$ cat config.mk
export PLATFORM = sky130hd
export DESIGN_NAME = point_distance_statistics
export DESIGN_NICKNAME = d
export VERILOG_FILES = /design/src/pds_pkg.sv /design/src/pds_front.sv /design/src/pds_queue.sv /design/src/pds_back.sv /design/src/point_distance_statistics.sv
export VERILOG_INCLUDE_DIRS = /design/src /design/src/src
export SDC_FILE = /design/constraint.sdc
export NUM_CORES = 2
export LEC_CHECK = 0
export ABC_AREA = 1
export BUFFER_PORTS_ARGS = -buffer_cell sky130_fd_sc_hd__buf_2
export CAP_MARGIN = 40
export CORE_MARGIN = 2
export CORE_UTILIZATION = 65
export DETAILED_ROUTE_END_ITERATION = 8
export GPL_TIMING_DRIVEN = 0
export PLACE_DENSITY = 0.83
export SKIP_LAST_GASP = 1
export SLEW_MARGIN = 20
export SYNTH_ARGS = -nofsm -noshare
export SYNTH_HDL_FRONTEND = slang
export SYNTH_SLANG_ARGS = --single-unit
$ cat constraint.sdc
create_clock -name clk -period 21.5 [get_ports clk]
set_input_delay 3.225 -clock clk [delete_from_list [all_inputs] [get_ports clk]]
set_output_delay 3.225 -clock clk [all_outputs]
set_load 0.02 [all_outputs]
$ cat src/assert_macros.svh
// Assertion macros shared by the RTL.
`ifndef ASSERT_MACROS_SVH
`define ASSERT_MACROS_SVH
`ifndef ASSERT_OFF
`define ASSERT_IMPL(label, clk, rst_n, prop) \
  label: assert property (@(posedge clk) disable iff (!rst_n) prop) else $error("assertion failed");
`define ASSERT_NEVER(label, clk, rst_n, expr) \
  label: assert property (@(posedge clk) disable iff (!rst_n) !(expr)) else $error("never");
`else
`define ASSERT_IMPL(label, clk, rst_n, prop)
`define ASSERT_NEVER(label, clk, rst_n, expr)
`endif
`endif

$ cat src/pds_pkg.sv
package pds_pkg;
  localparam int unsigned DIST_W  = 17;
  localparam int unsigned COUNT_W = 19;
  localparam int unsigned SQ_W    = 34;
  localparam int unsigned DSUM_W  = 35;
  localparam int unsigned SSUM_W  = 52;

  typedef struct packed {
    logic signed [15:0] first_x;
    logic signed [15:0] first_y;
    logic signed [15:0] first_z;
    logic signed [15:0] second_x;
    logic signed [15:0] second_y;
    logic signed [15:0] second_z;
    logic               final_pair;
  } pds_in_t;

  typedef struct packed {
    logic [DIST_W-1:0]  distance;
    logic               stats_valid;
    logic [COUNT_W-1:0] pair_count;
    logic [DIST_W-1:0]  min_distance;
    logic [DIST_W-1:0]  max_distance;
    logic [DIST_W-1:0]  mean_distance;
    logic [DIST_W-1:0]  rms_distance;
    logic               overflowed;
  } pds_out_t;

  // Job handed from the front to the back.
  typedef struct packed {
    logic [SQ_W-1:0] sq;
    logic            final_pair;
  } pds_job_t;
endpackage

$ cat src/pds_front.sv
// Computes the squared distance of a pair; registered stage with skid-free stall.
module pds_front #(
  parameter int COORD_BITS = 16
) (
  input  logic              clk,
  input  logic              rst_n,
  input  logic              in_valid,
  output logic              in_ready,
  input  pds_pkg::pds_in_t  in_data,
  output logic              job_valid,
  input  logic              job_ready,
  output pds_pkg::pds_job_t job_data
);
  import pds_pkg::*;

  logic              valid_r;
  pds_job_t          job_r;
  logic [SQ_W-1:0]   sq_nxt;
  logic signed [COORD_BITS:0] dx, dy, dz;

  function automatic logic signed [COORD_BITS:0] diff(logic [15:0] a, logic [15:0] b);
    logic signed [COORD_BITS-1:0] sa, sb;
    sa = a[COORD_BITS-1:0];
    sb = b[COORD_BITS-1:0];
    return (COORD_BITS+1)'(sa) - (COORD_BITS+1)'(sb);
  endfunction

  assign dx = diff(in_data.first_x, in_data.second_x);
  assign dy = diff(in_data.first_y, in_data.second_y);
  assign dz = diff(in_data.first_z, in_data.second_z);

  // The products are sized by the left-hand side, so the factors are sign
  // extended to the full product width before the multiply.
  always_comb begin
    logic signed [2*COORD_BITS+1:0] px, py, pz;
    px = dx * dx;
    py = dy * dy;
    pz = dz * dz;
    sq_nxt = SQ_W'(px) + SQ_W'(py) + SQ_W'(pz);
  end

  assign in_ready  = !valid_r || job_ready;
  assign job_valid = valid_r;
  assign job_data  = job_r;

  always_ff @(posedge clk) begin
    if (!rst_n) begin
      valid_r <= 1'b0;
    end else if (in_ready) begin
      valid_r <= in_valid;
    end
    if (in_valid && in_ready) begin
      job_r.sq         <= sq_nxt;
      job_r.final_pair <= in_data.final_pair;
    end
  end
endmodule

$ cat src/pds_queue.sv
// Two-entry queue between front and back.
module pds_queue (
  input  logic              clk,
  input  logic              rst_n,
  input  logic              wr_valid,
  output logic              wr_ready,
  input  pds_pkg::pds_job_t wr_data,
  output logic              rd_valid,
  input  logic              rd_ready,
  output pds_pkg::pds_job_t rd_data
);
  import pds_pkg::*;

  pds_job_t   mem_r [2];
  logic       wptr_r, rptr_r;
  logic [1:0] cnt_r;
  logic       wr_en, rd_en;

  assign wr_ready = cnt_r != 2'd2;
  assign rd_valid = cnt_r != 2'd0;
  assign rd_data  = mem_r[rptr_r];
  assign wr_en    = wr_valid && wr_ready;
  assign rd_en    = rd_valid && rd_ready;

  always_ff @(posedge clk) begin
    if (!rst_n) begin
      wptr_r <= 1'b0;
      rptr_r <= 1'b0;
      cnt_r  <= 2'd0;
    end else begin
      if (wr_en) wptr_r <= !wptr_r;
      if (rd_en) rptr_r <= !rptr_r;
      cnt_r <= cnt_r + 2'(wr_en) - 2'(rd_en);
    end
    if (wr_en) mem_r[wptr_r] <= wr_data;
  end
endmodule

$ cat src/pds_back.sv
// Sequencer: root of the pair, accumulate, and on the last pair divide twice
// and take one more root. Shared restoring units work one bit per cycle.
`include "assert_macros.svh"
module pds_back #(
  parameter int MAX_POINTS = 262144
) (
  input  logic              clk,
  input  logic              rst_n,
  input  logic              job_valid,
  output logic              job_ready,
  input  pds_pkg::pds_job_t job_data,
  output logic              out_valid,
  input  logic              out_ready,
  output pds_pkg::pds_out_t out_data
);
  import pds_pkg::*;

  localparam int unsigned REM_W      = COUNT_W + 1;
  localparam int unsigned ROOT_STEPS = SQ_W / 2;

  typedef enum logic [2:0] {
    S_IDLE, S_ROOT, S_ACC, S_DIV1, S_DIV2, S_ROOT2, S_OUT
  } state_t;

  state_t              state_r;
  logic [SQ_W-1:0]     op_r;      // root operand, rotated two bits per step
  logic [REM_W-1:0]    rem_r;     // root or division partial remainder
  logic [DIST_W-1:0]   root_r;
  logic [SSUM_W-1:0]   quo_r;
  logic [5:0]          step_r;
  logic                final_r;
  logic [COUNT_W-1:0]  count_r;
  logic [DIST_W-1:0]   min_r, max_r;
  logic [DSUM_W-1:0]   dsum_r;
  logic [SSUM_W-1:0]   ssum_r;
  logic                ovf_r;
  logic [DIST_W-1:0]   dist_r, mean_r;
  pds_out_t            out_r;
  logic                out_valid_r;
  pds_out_t            out_nxt;
  logic                out_load;

  logic [REM_W-1:0]    root_shift, root_trial, root_rem_nxt;
  logic                root_bit;
  logic [DIST_W-1:0]   root_nxt;
  logic                div_in;
  logic [REM_W-1:0]    div_shift, div_rem_nxt;
  logic                div_bit;
  logic [SSUM_W-1:0]   quo_nxt;

  always_comb begin
    root_shift   = {rem_r[REM_W-3:0], op_r[SQ_W-1 -: 2]};
    root_trial   = REM_W'({root_r, 2'b01});
    root_bit     = root_shift >= root_trial;
    root_rem_nxt = root_bit ? root_shift - root_trial : root_shift;
    root_nxt     = {root_r[DIST_W-2:0], root_bit};

    // Dividend bits are taken MSB first straight from the accumulators.
    div_in      = (state_r == S_DIV1) ? dsum_r[step_r] : ssum_r[step_r];
    div_shift   = {rem_r[REM_W-2:0], div_in};
    div_bit     = div_shift >= REM_W'(count_r);
    div_rem_nxt = div_bit ? div_shift - REM_W'(count_r) : div_shift;
    quo_nxt     = {quo_r[SSUM_W-2:0], div_bit};
  end

  always_comb begin
    out_nxt          = '0;
    out_nxt.distance = dist_r;
    if (final_r) begin
      out_nxt.stats_valid = 1'b1;
      out_nxt.pair_count  = count_r;
      if (count_r != '0) begin
        out_nxt.min_distance  = min_r;
        out_nxt.max_distance  = max_r;
        out_nxt.mean_distance = mean_r;
        out_nxt.rms_distance  = root_r;
      end
      out_nxt.overflowed = ovf_r;
    end
  end

  assign out_load  = (state_r == S_OUT) && (!out_valid_r || out_ready);
  assign job_ready = state_r == S_IDLE;
  assign out_valid = out_valid_r;
  assign out_data  = out_r;

  always_ff @(posedge clk) begin
    if (!rst_n) begin
      state_r     <= S_IDLE;
      out_valid_r <= 1'b0;
      count_r     <= '0;
      min_r       <= '1;
      max_r       <= '0;
      dsum_r      <= '0;
      ssum_r      <= '0;
      ovf_r       <= 1'b0;
    end else begin
      if (out_load) begin
        out_valid_r <= 1'b1;
      end else if (out_ready) begin
        out_valid_r <= 1'b0;
      end
      unique case (state_r)
        S_IDLE: begin
          if (job_valid) begin
            op_r    <= job_data.sq;
            final_r <= job_data.final_pair;
            rem_r   <= '0;
            root_r  <= '0;
            step_r  <= 6'(ROOT_STEPS - 1);
            state_r <= S_ROOT;
          end
        end
        S_ROOT, S_ROOT2: begin
          // After all steps the rotation brings the operand back unchanged.
          rem_r  <= root_rem_nxt;
          root_r <= root_nxt;
          op_r   <= {op_r[SQ_W-3:0], op_r[SQ_W-1 -: 2]};
          if (step_r == '0) begin
            state_r <= (state_r == S_ROOT) ? S_ACC : S_OUT;
          end else begin
            step_r <= step_r - 6'd1;
          end
        end
        S_ACC: begin
          dist_r <= root_r;
          if (count_r < COUNT_W'(MAX_POINTS)) begin
            count_r <= count_r + COUNT_W'(1);
            if (root_r < min_r) min_r <= root_r;
            if (root_r > max_r) max_r <= root_r;
            dsum_r <= dsum_r + DSUM_W'(root_r);
            ssum_r <= ssum_r + SSUM_W'(op_r);
          end else begin
            ovf_r <= 1'b1;
          end
          if (final_r) begin
            rem_r   <= '0;
            quo_r   <= '0;
            step_r  <= 6'(DSUM_W - 1);
            state_r <= S_DIV1;
          end else begin
            state_r <= S_OUT;
          end
        end
        S_DIV1, S_DIV2: begin
          if (step_r == '0) begin
            if (state_r == S_DIV1) begin
              mean_r  <= quo_nxt[DIST_W-1:0];
              rem_r   <= '0;
              quo_r   <= '0;
              step_r  <= 6'(SSUM_W - 1);
              state_r <= S_DIV2;
            end else begin
              // The mean square never exceeds the largest squared distance.
              op_r    <= quo_nxt[SQ_W-1:0];
              rem_r   <= '0;
              root_r  <= '0;
              step_r  <= 6'(ROOT_STEPS - 1);
              state_r <= S_ROOT2;
            end
          end else begin
            rem_r  <= div_rem_nxt;
            quo_r  <= quo_nxt;
            step_r <= step_r - 6'd1;
          end
        end
        S_OUT: begin
          if (out_load) begin
            out_r   <= out_nxt;
            state_r <= S_IDLE;
            if (final_r) begin
              count_r <= '0;
              min_r   <= '1;
              max_r   <= '0;
              dsum_r  <= '0;
              ssum_r  <= '0;
              ovf_r   <= 1'b0;
            end
          end
        end
        default: state_r <= S_IDLE;
      endcase
    end
  end

  `ASSERT_NEVER(a_busy_no_accept, clk, rst_n, job_ready && state_r != S_IDLE)
  `ASSERT_IMPL(a_count_bound, clk, rst_n, count_r <= COUNT_W'(MAX_POINTS))
  `ASSERT_NEVER(a_min_above_max, clk, rst_n, count_r != '0 && min_r > max_r)
  `ASSERT_IMPL(a_out_hold, clk, rst_n, out_valid_r && !out_ready |=> out_valid_r && $stable(out_r))
endmodule

$ cat src/point_distance_statistics.sv
// An ordinary pair passes the front register and the two-entry queue; the back
// then runs 17 root steps and accumulates. The pair marked last adds 35 and 52
// division steps and a second 17-step root before its result is registered.
// The sequential back takes a new pair only when idle, once the previous result
// is loaded into the output register, so a stalled result stalls it too.
// Reset (rst_n low, synchronous) empties the queue and clears all statistics.
module point_distance_statistics #(
  parameter int MAX_POINTS = 262144,
  parameter int COORD_BITS = 16
) (
  input  logic               clk,
  input  logic               rst_n,
  input  logic               in_valid,
  output logic               in_ready,
  input  pds_pkg::pds_in_t   in_data,
  output logic               out_valid,
  input  logic               out_ready,
  output pds_pkg::pds_out_t  out_data
);
  import pds_pkg::*;

  logic     f_valid, f_ready, q_valid, q_ready;
  pds_job_t f_data, q_data;

  pds_front #(.COORD_BITS(COORD_BITS)) u_front (
    .clk, .rst_n, .in_valid, .in_ready, .in_data,
    .job_valid(f_valid), .job_ready(f_ready), .job_data(f_data));

  pds_queue u_queue (
    .clk, .rst_n, .wr_valid(f_valid), .wr_ready(f_ready), .wr_data(f_data),
    .rd_valid(q_valid), .rd_ready(q_ready), .rd_data(q_data));

  pds_back #(.MAX_POINTS(MAX_POINTS)) u_back (
    .clk, .rst_n, .job_valid(q_valid), .job_ready(q_ready), .job_data(q_data),
    .out_valid, .out_ready, .out_data);
endmodule

==> results.tsv <==
stage	metric	value	unit
placed_design	Post-DP Area	62150	um2
finish	n_diodes	0	
critical_path	Crit-path slowest cell	fa_1	
clock_network	clock buffer count from CTS	44	
placed_design	Final HPWL DP	146000	um
critical_path	crit path kind	in -> reg	
synth	Synth async-reset ratio	0	
sta	Slew Limit Headroom	0.3631	
sta	fin worst setup slack	8.536	ns
clock_network	clock slew at the register clock pins of the worst setup and hold paths	0.07	ns
clock_network	Hold Buf Count CTS	0	
sta	clock period minus worst slack	12.96	ns
finish	Util after Layout	0.7065	
placed_design	IO Port Bufs	208	
detailed_routing	WL per Instance	20.61	um
run_status	status	complete, no violations	
floorplan	Die W	306.0	um
sta	FMAX	0.07713	GHz
detailed_routing	Routed WL	172500	um
floorplan	Die Area	93620	um2
floorplan	Top-Level Pins	209	
global_routing	vias in the first global route	49914	
synth	Yosys reg bits	506	
finish	NumNets Final	8572	
sta	Final setup viols	0	
synth	Syn Area/Cell	8.615	um2
finish	share of cells above drive strength 1	0.07017	
synth	area leader, netlist	fa_1	
critical_path	Worst Setup SP	in_data[49]	
synth	Post-synth EDFFs	355	
synth	YS warnings	0	
synth	Yosys top cell area share	0.3172	
critical_path	Req. time, crit path	21.85	ns
detailed_routing	Antenna Nets Post-Route	0	
detailed_routing	DRC errors left	0	
synth	Post-Synthesis Cells	6880	
clock_network	clk sinks	506	
critical_path	Top cell by count, worst path	fa_1	
critical_path	Worst setup SP type	primary input	
finish	area growth from synthesis to layout	7.458	%
sta	crit share post-route	0.6030	
floorplan	Initial Util	0.6575	
finish	number of fill cells in the layout	6962	
detailed_routing	Vias	47920	
critical_path	CP Data Arrival Time	13.31	ns
critical_path	CP Capture Type	flip-flop	
clock_network	TritonCTS clock tree	done	
sta	Slew Limit Fails	0	
finish	fin area	63690	um2
job	MaxCap Viol Count	0	
floorplan	Core ar.	90150	um2
synth	Seq/Total Area, Yosys	0.2309	
floorplan	row cnt	110	
synth	commonest cells in the netlist	inv_1, nand2_1, fa_1	
detailed_routing	DRT Pass-1 Iters	6	
sta	Setup TNS	0	ns
critical_path	crit-path max cell delay	0.69	ns
critical_path	Critical Path Fanout Max	10	
hold_path	worst min path class	reg -> reg	
clock_network	Max Root-Sink Buffers	3	
clock_network	CTS H-tree depth	2	
global_routing	largest net degree at the start of global routing	36	
placed_design	pre-CTS WS	8.200	ns
synth	Most used DFF post-synth	edfxtp_1	
placed_design	gpl congestion	1.024	
sta	Setup Skew	0.01838	ns
synth	Synth Cell Area	59270	um2
sta	unrepaired setup endpoints after global routing	no	
sta	Final Hold Violating Endpoints	0	
clock_network	CTS root buffer	clkbuf_16	
clock_network	clk_lat worst skew	0.59	ns
detailed_routing	drt via density	5.723	
global_routing	first-pass GRT wire length	268300	um
global_routing	grt total ovfl	0	
clock_network	Resize count post-CTS	0	
critical_path	worst reg2reg startpoint	u_back.step_r[1]	
clock_network	setup bufs post-CTS	0	
synth	synth top area cells	fa_1, edfxtp_1, inv_1	
sta	actual slew at the worst max-slew pin	0.9554	ns
synth	Synth Net Count	8290	
floorplan	DIE HEIGHT	306.0	um
detailed_routing	initial DRC count	4382	
global_routing	Tot GR Track Use	0.3740	
synth	Yosys cell types	67	
synth	most frequent cell after synthesis	inv_1	
global_routing	initial antenna violation count	0	
hold_path	worst hold start	u_back.dist_r[3]	
## worst max-delay path, delay by kind of cell
family          cells  cell delay, ns
fa+ha+maj          12            5.97
simple gates       13            2.61
buf+inv            10            0.98
xor+xnor            1            0.36
compound gates      1            0.12
## through the flow
stage,hold WS (ns),instances
floorplan,0.4003,6880
global placement,0.4026,8264
detailed placement,0.4056,8290
CTS,0.4201,8371
global route,0.4260,8373
finish,0.4205,8373
## area by class of cell
class                   instances  area [um2]  area share
well taps                    1176        1471     0.02310
clock inverters                29       349.1    0.005481
flip-flops and latches        506       13680      0.2148
repair buffers                236        1378     0.02163
multi-input cells            4617       38880      0.6104
inverters                    1596        5991     0.09406
clock buffers                  52        1162     0.01825
plain buffers                 161       777.0     0.01220
## per-layer routing
metal  vias to the layer above  track usage  routed length, um
li1                      21683            -                  -
met1                     23113       0.4344              60730
met2                      2435       0.6428              83620
met3                       689      0.04818              13130
met4                         0       0.2686              15050
met5                         -            0                  0
## path summary, 6_finish.rpt
check	to	slack, ns	depth (start not counted)
worst max-delay path	u_front.job_data[30]	8.54	37
worst min-delay path	u_back.out_data[92]	0.42	0
worst max register to register	u_back.op_r[12]	16.52	16
worst min register to register	u_back.out_data[92]	0.42	0
## cell usage in the layout, fill, tap and decap left out, types with 28 or more instances in the layout
master / instances
o311ai_0: 32
o21ai_0: 174
edfxtp_1: 355
inv_2: 28
xor2_1: 62
nand4_1: 50
a21oi_1: 300
dfxtp_1: 151
a21boi_0: 29
buf_2: 275
clkbuf_1: 80
xnor2_1: 39
clkbuf_16: 45
nor3_1: 51
nor2_1: 813
inv_1: 1557
ha_1: 370
fa_1: 939
nand3_1: 277
nand2_1: 1208
## sequential cells by signal, summed over array words and instances, names as in the netlist, 3 cells and up, named ones only
name              count
u_back.dist_r        17
u_queue.mem_r        70
u_back.mean_r        17
u_back.out_data     106
u_back.ssum_r        52
u_back.step_r         6
u_back.min_r         17
u_back.dsum_r        35
u_back.count_r       19
u_back.max_r         17
u_back.op_r          34
u_front.job_data     35
u_back.root_r        17
u_back.state_r        3
u_back.quo_r         33
u_back.rem_r         19
## cell families (layout without fill, tap and decap cells)
family | Yosys count | count (layout) | synth area share
AOI/OAI and AO/OA | 683 | 683 | 0.06696
DFF | 506 | 506 | 0.2309
and+or+nand+nor | 2516 | 2516 | 0.1754
xor gates and xnor gates | 109 | 109 | 0.01731
buffers and inverters | 1757 | 2074 | 0.1142
adders and majority gates | 1309 | 1309 | 0.3953
Power is left out: the tool's default activity adds up to more than one toggle a clock period on the data nets, which glitch-free logic cannot reach.
